**src/sv/pba_pkg.sv**
```systemverilog
// Shared types, constants and codes of the page bitmap allocator.
package pba_pkg;

  localparam int WORD_W = 32;
  localparam int BIT_W = 5;
  localparam int PIDX_W = 21;
  localparam int REG_W = 14;
  localparam int ADDR_W = 32;
  localparam int PAGE_SHIFT = 12;
  localparam int DEFAULT_PAGE_COUNT = 8192;

  localparam logic [REG_W-1:0] FREE_START_RESET = 14'd512;
  localparam logic [REG_W-1:0] FREE_END_RESET = 14'd8192;

  localparam logic [1:0] KIND_ALLOC = 2'd0;
  localparam logic [1:0] KIND_FREE = 2'd1;
  localparam logic [1:0] KIND_RESERVE = 2'd2;

  localparam logic [1:0] ST_OK = 2'd0;
  localparam logic [1:0] ST_NONE_FREE = 2'd1;
  localparam logic [1:0] ST_BAD_ADDRESS = 2'd2;

  localparam logic CFG_FREE_START = 1'b0;
  localparam logic CFG_FREE_END = 1'b1;

  typedef enum logic [1:0] {
    OP_FIND,
    OP_SET,
    OP_CLEAR
  } op_t;

  typedef enum logic [1:0] {
    S_CLEAR,
    S_IDLE,
    S_FETCH,
    S_MOD
  } state_t;

  typedef struct packed {
    logic             found;
    logic [BIT_W-1:0] bit_idx;
  } wu_res_t;

endpackage

```
**src/sv/pba_word_unit.sv**
```systemverilog
// Shared bitmap word unit: find-and-set first free bit, set range or clear range.
module pba_word_unit (
  input  logic [pba_pkg::WORD_W-1:0] word_in,
  input  pba_pkg::op_t               op,
  input  logic [pba_pkg::BIT_W-1:0]  lo_bit,
  input  logic [pba_pkg::BIT_W-1:0]  hi_bit,
  output logic [pba_pkg::WORD_W-1:0] word_out,
  output pba_pkg::wu_res_t           res
);

  logic [pba_pkg::WORD_W-1:0] mask;
  logic [pba_pkg::WORD_W-1:0] cand;
  logic [pba_pkg::WORD_W-1:0] pick;

  always_comb begin
    for (int k = 0; k < pba_pkg::WORD_W; k++) begin
      mask[k] = (pba_pkg::BIT_W'(k) >= lo_bit) && (pba_pkg::BIT_W'(k) <= hi_bit);
    end
    cand = ~word_in & mask;
    res.found = 1'b0;
    res.bit_idx = '0;
    for (int k = pba_pkg::WORD_W - 1; k >= 0; k--) begin
      if (cand[k]) begin
        res.found = 1'b1;
        res.bit_idx = pba_pkg::BIT_W'(k);
      end
    end
    pick = '0;
    pick[res.bit_idx] = res.found;
    unique case (op)
      pba_pkg::OP_FIND:  word_out = word_in | pick;
      pba_pkg::OP_SET:   word_out = word_in | mask;
      pba_pkg::OP_CLEAR: word_out = word_in & ~mask;
      default:           word_out = word_in;
    endcase
  end

endmodule

```
**config.mk**
```make
export PLATFORM = sky130hd
export DESIGN_NAME = pba_word_unit
export DESIGN_NICKNAME = d
export VERILOG_FILES = /design/src/sv/pba_pkg.sv /design/src/sv/pba_word_unit.sv
export SDC_FILE = /design/constraint.sdc
export NUM_CORES = 1
export LEC_CHECK = 0
export ABC_AREA = 0
export BUFFER_PORTS_ARGS = -buffer_cell sky130_fd_sc_hd__buf_2
export CAP_MARGIN = 30
export CORE_MARGIN = 4
export CORE_UTILIZATION = 30
export DETAILED_ROUTE_END_ITERATION = 7
export PLACE_DENSITY_LB_ADDON = 0.1
export RECOVER_POWER = 100
export SLEW_MARGIN = 15
export SYNTH_ARGS = -nofsm -noshare
export SYNTH_HDL_FRONTEND = slang
export SYNTH_SLANG_ARGS = --single-unit
```
**constraint.sdc**
```tcl
create_clock -name vclk -period 2.9
set_input_delay 0.145 -clock vclk [all_inputs]
set_output_delay 0.145 -clock vclk [all_outputs]
set_load 0.02 [all_outputs]
```
==> metrics.txt, run 1 <==
# TYPE chip_impl_metric gauge
chip_impl_info{name="status",value="completed"} 1
chip_impl_metric{name="number_of_antenna_violations_at_the_first_check_in_global_routing",unit=""} 0
chip_impl_metric{name="layoutNonFillerInstCount",unit=""} 664
chip_impl_metric{name="total_power",unit="mW"} 0.985
chip_impl_metric{name="synth.yosys.seq_area_share",unit=""} 0
chip_impl_metric{name="vias",unit=""} 3928
chip_impl_metric{name="tightest_slew",unit="ns"} 0.838
chip_impl_metric{name="synthesis.yosys.warnings",unit=""} 0
chip_impl_metric{name="final_report_setup_violation_count",unit=""} 0
chip_impl_metric{name="timing.final.max_slew_violations",unit=""} 0
chip_impl_metric{name="n_fill_cell",unit=""} 979
chip_impl_metric{name="critical_path.max_fanout",unit=""} 6
chip_impl_metric{name="place_inst",unit=""} 647
chip_impl_metric{name="grt_max_degree",unit=""} 37
chip_impl_metric{name="synthToLayoutAreaGrowth",unit="%"} 47.1
chip_impl_metric{name="cp_data_required_time",unit="ns"} 2.76
chip_impl_metric{name="die-area",unit="µm²"} 11000
chip_impl_metric{name="drive_above_1_share",unit=""} 0.441
chip_impl_metric{name="post_drt_wl_per_cell",unit="µm"} 19.8
chip_impl_metric{name="layout_worst_path_cycle_share",unit=""} 0.985
chip_impl_metric{name="synth_fp_nets",unit=""} 462
chip_impl_metric{name="n_antenna_cell",unit=""} 0
chip_impl_metric{name="place.detailed.hpwl",unit="mm"} 10.1
chip_impl_info{name="rsz0062_at_grt",value="true"} 1
chip_impl_metric{name="rows",unit=""} 35
chip_impl_info{name="path_class",value="in2out"} 1
chip_impl_metric{name="dpl-instance-area",unit="µm²"} 3710
chip_impl_metric{name="post_syn_area_per_cell",unit="µm²"} 6.76
chip_impl_metric{name="nNetsFinal",unit=""} 599
chip_impl_metric{name="ys_types",unit=""} 90
chip_impl_metric{name="vdd.ir_drop.worst",unit="mV"} 0.0871
chip_impl_metric{name="stdcell_area",unit="µm²"} 4160
chip_impl_metric{name="grt_use_total",unit=""} 0.225
chip_impl_metric{name="finalCriticalPeriod",unit="ns"} 2.86
chip_impl_metric{name="first_global_vias",unit=""} 3687
chip_impl_metric{name="drtPass1Iterations",unit=""} 5
chip_impl_metric{name="io-pin-count",unit=""} 82
chip_impl_metric{name="core_region_area",unit="µm²"} 9200
chip_impl_metric{name="die_w",unit="µm"} 105
chip_impl_metric{name="maxCapViolCount",unit=""} 0
chip_impl_info{name="final_common_cell",value="buf_4"} 1
chip_impl_metric{name="synthCells",unit=""} 418
chip_impl_metric{name="initial_utilization",unit=""} 0.307
chip_impl_info{name="worst_setup_path_start_kind",value="input port"} 1
chip_impl_metric{name="route.antenna.remaining_nets",unit=""} 0
chip_impl_metric{name="timing.fmax",unit="MHz"} 350
chip_impl_metric{name="timing.max_slew.rel_slack",unit=""} 0.441
chip_impl_metric{name="routed_via_density",unit=""} 5.92
chip_impl_metric{name="cp_data_arrival_time",unit="ns"} 2.71
chip_impl_metric{name="n_clock_buffer",unit=""} 0
chip_impl_metric{name="die-height",unit="µm"} 105
chip_impl_info{name="worstHoldPathType",value="in2out"} 1
chip_impl_metric{name="post-route-drc-count",unit=""} 0
chip_impl_metric{name="flops_and_latches",unit=""} 0
chip_impl_info{name="critical_path.endpoint_type",value="primary output"} 1
chip_impl_metric{name="overflow",unit=""} 0
chip_impl_metric{name="io_buffer_count",unit=""} 82
chip_impl_metric{name="detailed_router_s_first_iteration_violation_count",unit=""} 194
chip_impl_metric{name="sequential_cell_area",unit="µm²"} 0
chip_impl_metric{name="wire_length_of_the_first_global_routing_pass",unit="mm"} 20.4
chip_impl_metric{name="totalNegativeSetupSlack",unit="ns"} 0
chip_impl_metric{name="cellPowerDensity",unit="nW/µm²"} 237
chip_impl_metric{name="p_leak",unit="nW"} 1.73
chip_impl_metric{name="place_congestion",unit=""} 0.941
chip_impl_info{name="most-common-layout-cells",value="buf_4, buf_2, nand2_1, o21ai_0, nor2_1"} 1
chip_impl_metric{name="hold_viol",unit=""} 0
chip_impl_metric{name="synth_area",unit="µm²"} 2830
chip_impl_metric{name="wirelength",unit="mm"} 13.2
critical path, stage by stage:
cell	delay, ns
buf_12	0.11
or4_4	0.57
nand4b_4	0.16
buf_6	0.12
nand2_4	0.06
nor4b_4	0.26
nand4_1	0.17
buf_4	0.18
nor4_4	0.34
buf_4	0.18
nor3b_2	0.15
o31a_1	0.16
buf_6	0.12
worst paths after layout:
check	start	endpoint	slack [ns]	cells past startpoint
max	hi_bit[3]	word_out[25]	0.04	13
min	word_in[1]	word_out[1]	0.67	4
where the power goes:
group	internal (mW)	total, mW	switching [mW]
sequential	0	0	0
clock	0	0	0
combinational	0.426	0.985	0.559
total	0.426	0.985	0.559
through the flow:
step | hold slack (ns) | setup WS [ns] | utilization
after floorplan | 0.446 | 0.445 | -
after global placement | 0.665 | -0.109 | 0.404
after detailed placement | 0.664 | -0.110 | 0.404
after CTS | 0.666 | -0.0102 | 0.417
after global routing | 0.700 | -0.0609 | 0.452
final | 0.666 | 0.0447 | 0.452
Yosys cell counts, types with 4 or more instances:
cell | n | area share
a211oi_1 | 4 | 0.011
a21boi_0 | 4 | 0.011
a21oi_1 | 27 | 0.048
a22o_1 | 5 | 0.015
a22oi_1 | 8 | 0.021
a2bb2oi_1 | 4 | 0.012
a311oi_1 | 4 | 0.012
a31oi_1 | 9 | 0.020
and2_1 | 7 | 0.015
buf_2 | 8 | 0.014
buf_4 | 6 | 0.016
buf_6 | 11 | 0.044
clkbuf_1 | 10 | 0.013
inv_1 | 13 | 0.017
nand2_1 | 41 | 0.054
nand2b_1 | 4 | 0.0089
nand3_1 | 14 | 0.025
nand3b_1 | 5 | 0.013
nor2_1 | 38 | 0.050
nor2b_1 | 6 | 0.013
nor3_1 | 10 | 0.018
nor3b_1 | 4 | 0.011
o2111ai_2 | 4 | 0.021
o211ai_1 | 6 | 0.016
o21a_1 | 4 | 0.011
o21ai_0 | 39 | 0.069
o21ai_1 | 4 | 0.0071
o21bai_1 | 4 | 0.011
o31a_1 | 5 | 0.015
or2_2 | 4 | 0.0089
or3_1 | 8 | 0.018
what timing repair did:
item	CTS	global route
setup buffers	2	12
hold buffers	0	0
gates resized for setup	12	56
endpoints found under the setup margin	7	28
gates cloned	1	2
pin swaps	7	19
routing by layer:
metal / global-route usage / vias up / part of all wire
li1: - / 1903 / -
met1: 0.313 / 1850 / 0.45
met2: 0.378 / 156 / 0.46
met3: 0.0191 / 19 / 0.065
met4: 0.0440 / 0 / 0.019
met5: 0 / - / 0
final cells by class:
| type | count | area (µm²) | area share |
|---|---|---|---|
| Inverter | 15 | 58.8 | 0.0141 |
| Timing Repair Buffer | 173 | 1290 | 0.310 |
| Multi-Input combinational cell | 365 | 2670 | 0.643 |
| Tap cell | 111 | 139 | 0.0334 |
logic make-up (layout without fill, tap and decap cells):
| group | count (synthesis) | in the layout | synth area share |
|---|---|---|---|
| AND/OR/NAND/NOR | 170 | 170 | 0.338 |
| AO/OA/AOI/OAI | 195 | 195 | 0.546 |
| buffers and inverters | 53 | 188 | 0.116 |
Power figures use the tool's default switching activity.
==> inputs of run 2 (changes only) <==
Clock period 2.9 ns to 3.71 ns, I/O delays scaled along.
==> run 2 against run 1 <==
First-iteration DRC count is 37% higher. Design area is 25% lower. Combinational power is 42% lower. Via count is 7.2% lower. Setup slack better by 0.16 ns. Wire length is 4.6% lower. Critical path type unchanged. Highest routed layer unchanged.
==> metrics.txt, run 2 (same netlist as run 1, synthesis figures left out) <==
# TYPE chip_impl_metric gauge
chip_impl_info{name="status",value="completed"} 1
chip_impl_metric{name="nNetsFinal",unit=""} 515
chip_impl_info{name="min-delay-start",value="word_in[1]"} 1
chip_impl_metric{name="rows",unit=""} 35
chip_impl_metric{name="initial_utilization",unit=""} 0.307
chip_impl_metric{name="place.detailed.hpwl",unit="mm"} 9.71
chip_impl_metric{name="drive_above_1_share",unit=""} 0.252
chip_impl_info{name="cell_with_the_biggest_individual_delay_on_the_critical_path",value="buf_2"} 1
chip_impl_metric{name="p_leak",unit="nW"} 1.16
chip_impl_metric{name="grt_max_degree",unit=""} 38
chip_impl_metric{name="post_drt_wl_per_cell",unit="µm"} 21.6
chip_impl_info{name="crit_family",value="compound AO/OA/AOI/OAI gates"} 1
chip_impl_info{name="final_common_cell",value="buf_2"} 1
chip_impl_metric{name="die-area",unit="µm²"} 11000
chip_impl_metric{name="n_clock_buffer",unit=""} 0
chip_impl_metric{name="maxCapViolCount",unit=""} 0
chip_impl_metric{name="dpl-instance-area",unit="µm²"} 3160
chip_impl_metric{name="hold_viol",unit=""} 0
chip_impl_info{name="path_class",value="in2out"} 1
chip_impl_metric{name="timing.final.max_slew_violations",unit=""} 0
chip_impl_metric{name="finalCriticalPeriod",unit="ns"} 3.50
chip_impl_metric{name="worst-path-buf-inv",unit=""} 3
chip_impl_metric{name="cts_resized",unit=""} 0
chip_impl_metric{name="grt_use_total",unit=""} 0.216
chip_impl_metric{name="first_global_vias",unit=""} 3380
chip_impl_metric{name="vias",unit=""} 3646
chip_impl_metric{name="overflow",unit=""} 0
chip_impl_info{name="most-common-layout-cells",value="buf_2, nand2_1, o21ai_0, nor2_1, a21oi_1"} 1
chip_impl_metric{name="vdd.ir_drop.worst",unit="mV"} 0.0595
chip_impl_metric{name="wirelength",unit="mm"} 12.6
chip_impl_metric{name="flops_and_latches",unit=""} 0
chip_impl_metric{name="drtPass1Iterations",unit=""} 4
chip_impl_metric{name="multiInputGateArea",unit="µm²"} 2490
chip_impl_metric{name="detailed_router_s_first_iteration_violation_count",unit=""} 265
chip_impl_metric{name="number_of_antenna_violations_at_the_first_check_in_global_routing",unit=""} 0
chip_impl_metric{name="cts_setup_buffers",unit=""} 0
chip_impl_metric{name="stdcell_area",unit="µm²"} 3130
chip_impl_metric{name="final_report_setup_violation_count",unit=""} 0
chip_impl_metric{name="cts_hold_repair.buffers",unit=""} 0
chip_impl_metric{name="timing.hold.ws",unit="ns"} 0.747
chip_impl_metric{name="core_region_area",unit="µm²"} 9200
chip_impl_metric{name="cpPeakStageDelay",unit="ns"} 0.49
chip_impl_metric{name="place_congestion",unit=""} 0.909
chip_impl_info{name="rsz0062_at_grt",value="false"} 1
chip_impl_metric{name="route.antenna.remaining_nets",unit=""} 0
chip_impl_metric{name="synthToLayoutAreaGrowth",unit="%"} 10.6
chip_impl_metric{name="io_buffer_count",unit=""} 82
chip_impl_metric{name="n_fill_cell",unit=""} 1066
chip_impl_metric{name="totalNegativeSetupSlack",unit="ns"} 0
chip_impl_info{name="worst_setup_path_startpoint",value="lo_bit[4]"} 1
chip_impl_metric{name="timing.max_slew.rel_slack",unit=""} 0.476
chip_impl_metric{name="cp_data_required_time",unit="ns"} 3.52
chip_impl_metric{name="timing.fmax",unit="MHz"} 285
chip_impl_metric{name="critical_path.max_fanout",unit=""} 31
chip_impl_metric{name="wire_length_of_the_first_global_routing_pass",unit="mm"} 19.4
chip_impl_metric{name="sequential_cell_area",unit="µm²"} 0
chip_impl_metric{name="die_w",unit="µm"} 105
chip_impl_metric{name="layout_worst_path_cycle_share",unit=""} 0.944
chip_impl_metric{name="routed_via_density",unit=""} 6.29
chip_impl_metric{name="n_antenna_cell",unit=""} 0
chip_impl_metric{name="cp_data_arrival_time",unit="ns"} 3.32
chip_impl_info{name="critical_path.endpoint_type",value="primary output"} 1
chip_impl_metric{name="cellPowerDensity",unit="nW/µm²"} 182
chip_impl_info{name="worst_setup_path_start_kind",value="input port"} 1
chip_impl_metric{name="post-route-drc-count",unit=""} 0
chip_impl_metric{name="die-height",unit="µm"} 105
chip_impl_info{name="critical_path.cell_chain",value="buf_2, nand2_1, o221a_2, o21ai_1, o311ai_1, a211oi_2, o31ai_2, buf_4, nand2b_1, a221oi_2, clkbuf_1"} 1
chip_impl_metric{name="tightest_slew",unit="ns"} 0.785
chip_impl_info{name="worstHoldPathType",value="in2out"} 1
chip_impl_metric{name="io-pin-count",unit=""} 82
## run 2: cell count changes in the layout (fill, tap and decap cells not counted), sizes merged
cell and delta:
bufbuf -1, buf -99, clkbuf +16
## run 2: report_power, final
part / internal, mW / switching, mW / total [mW]
Clock: 0 / 0 / 0
Combinational: 0.182 / 0.386 / 0.568
Sequential: 0 / 0 / 0
Total: 0.182 / 0.386 / 0.568
## run 2: final timing paths
check	to	slack, ns	cells past startpoint
setup / recovery	word_out[15]	0.21	11
hold / removal	word_out[1]	0.75	4
## run 2: area by class of cell
type,instances,area share
well taps,111,0.0444
multi-input cells,365,0.797
repair buffers,89,0.140
inverters,15,0.0188
## run 2: routing by layer
| metal | GRT usage | share of wire | wire (µm) | up-vias |
|---|---|---|---|---|
| met5 | 0 | 0 | 0 | - |
| met4 | 0.0450 | 0.022 | 272 | 0 |
| met3 | 0.0185 | 0.060 | 758 | 16 |
| met2 | 0.360 | 0.46 | 5820 | 167 |
| met1 | 0.301 | 0.45 | 5700 | 1722 |
| li1 | - | - | - | 1741 |
## run 2: through the flow
step / total power, mW / util / setup WS [ns] / instances
after global placement: 0.569 / 0.344 / 0.408 / 580
after floorplan: 0.417 / - / 1.17 / 418
final: 0.568 / 0.340 / 0.206 / 580
after detailed placement: 0.571 / 0.344 / 0.337 / 580
after global routing: 0.615 / 0.340 / 0.0664 / 580
after CTS: 0.573 / 0.344 / 0.324 / 580
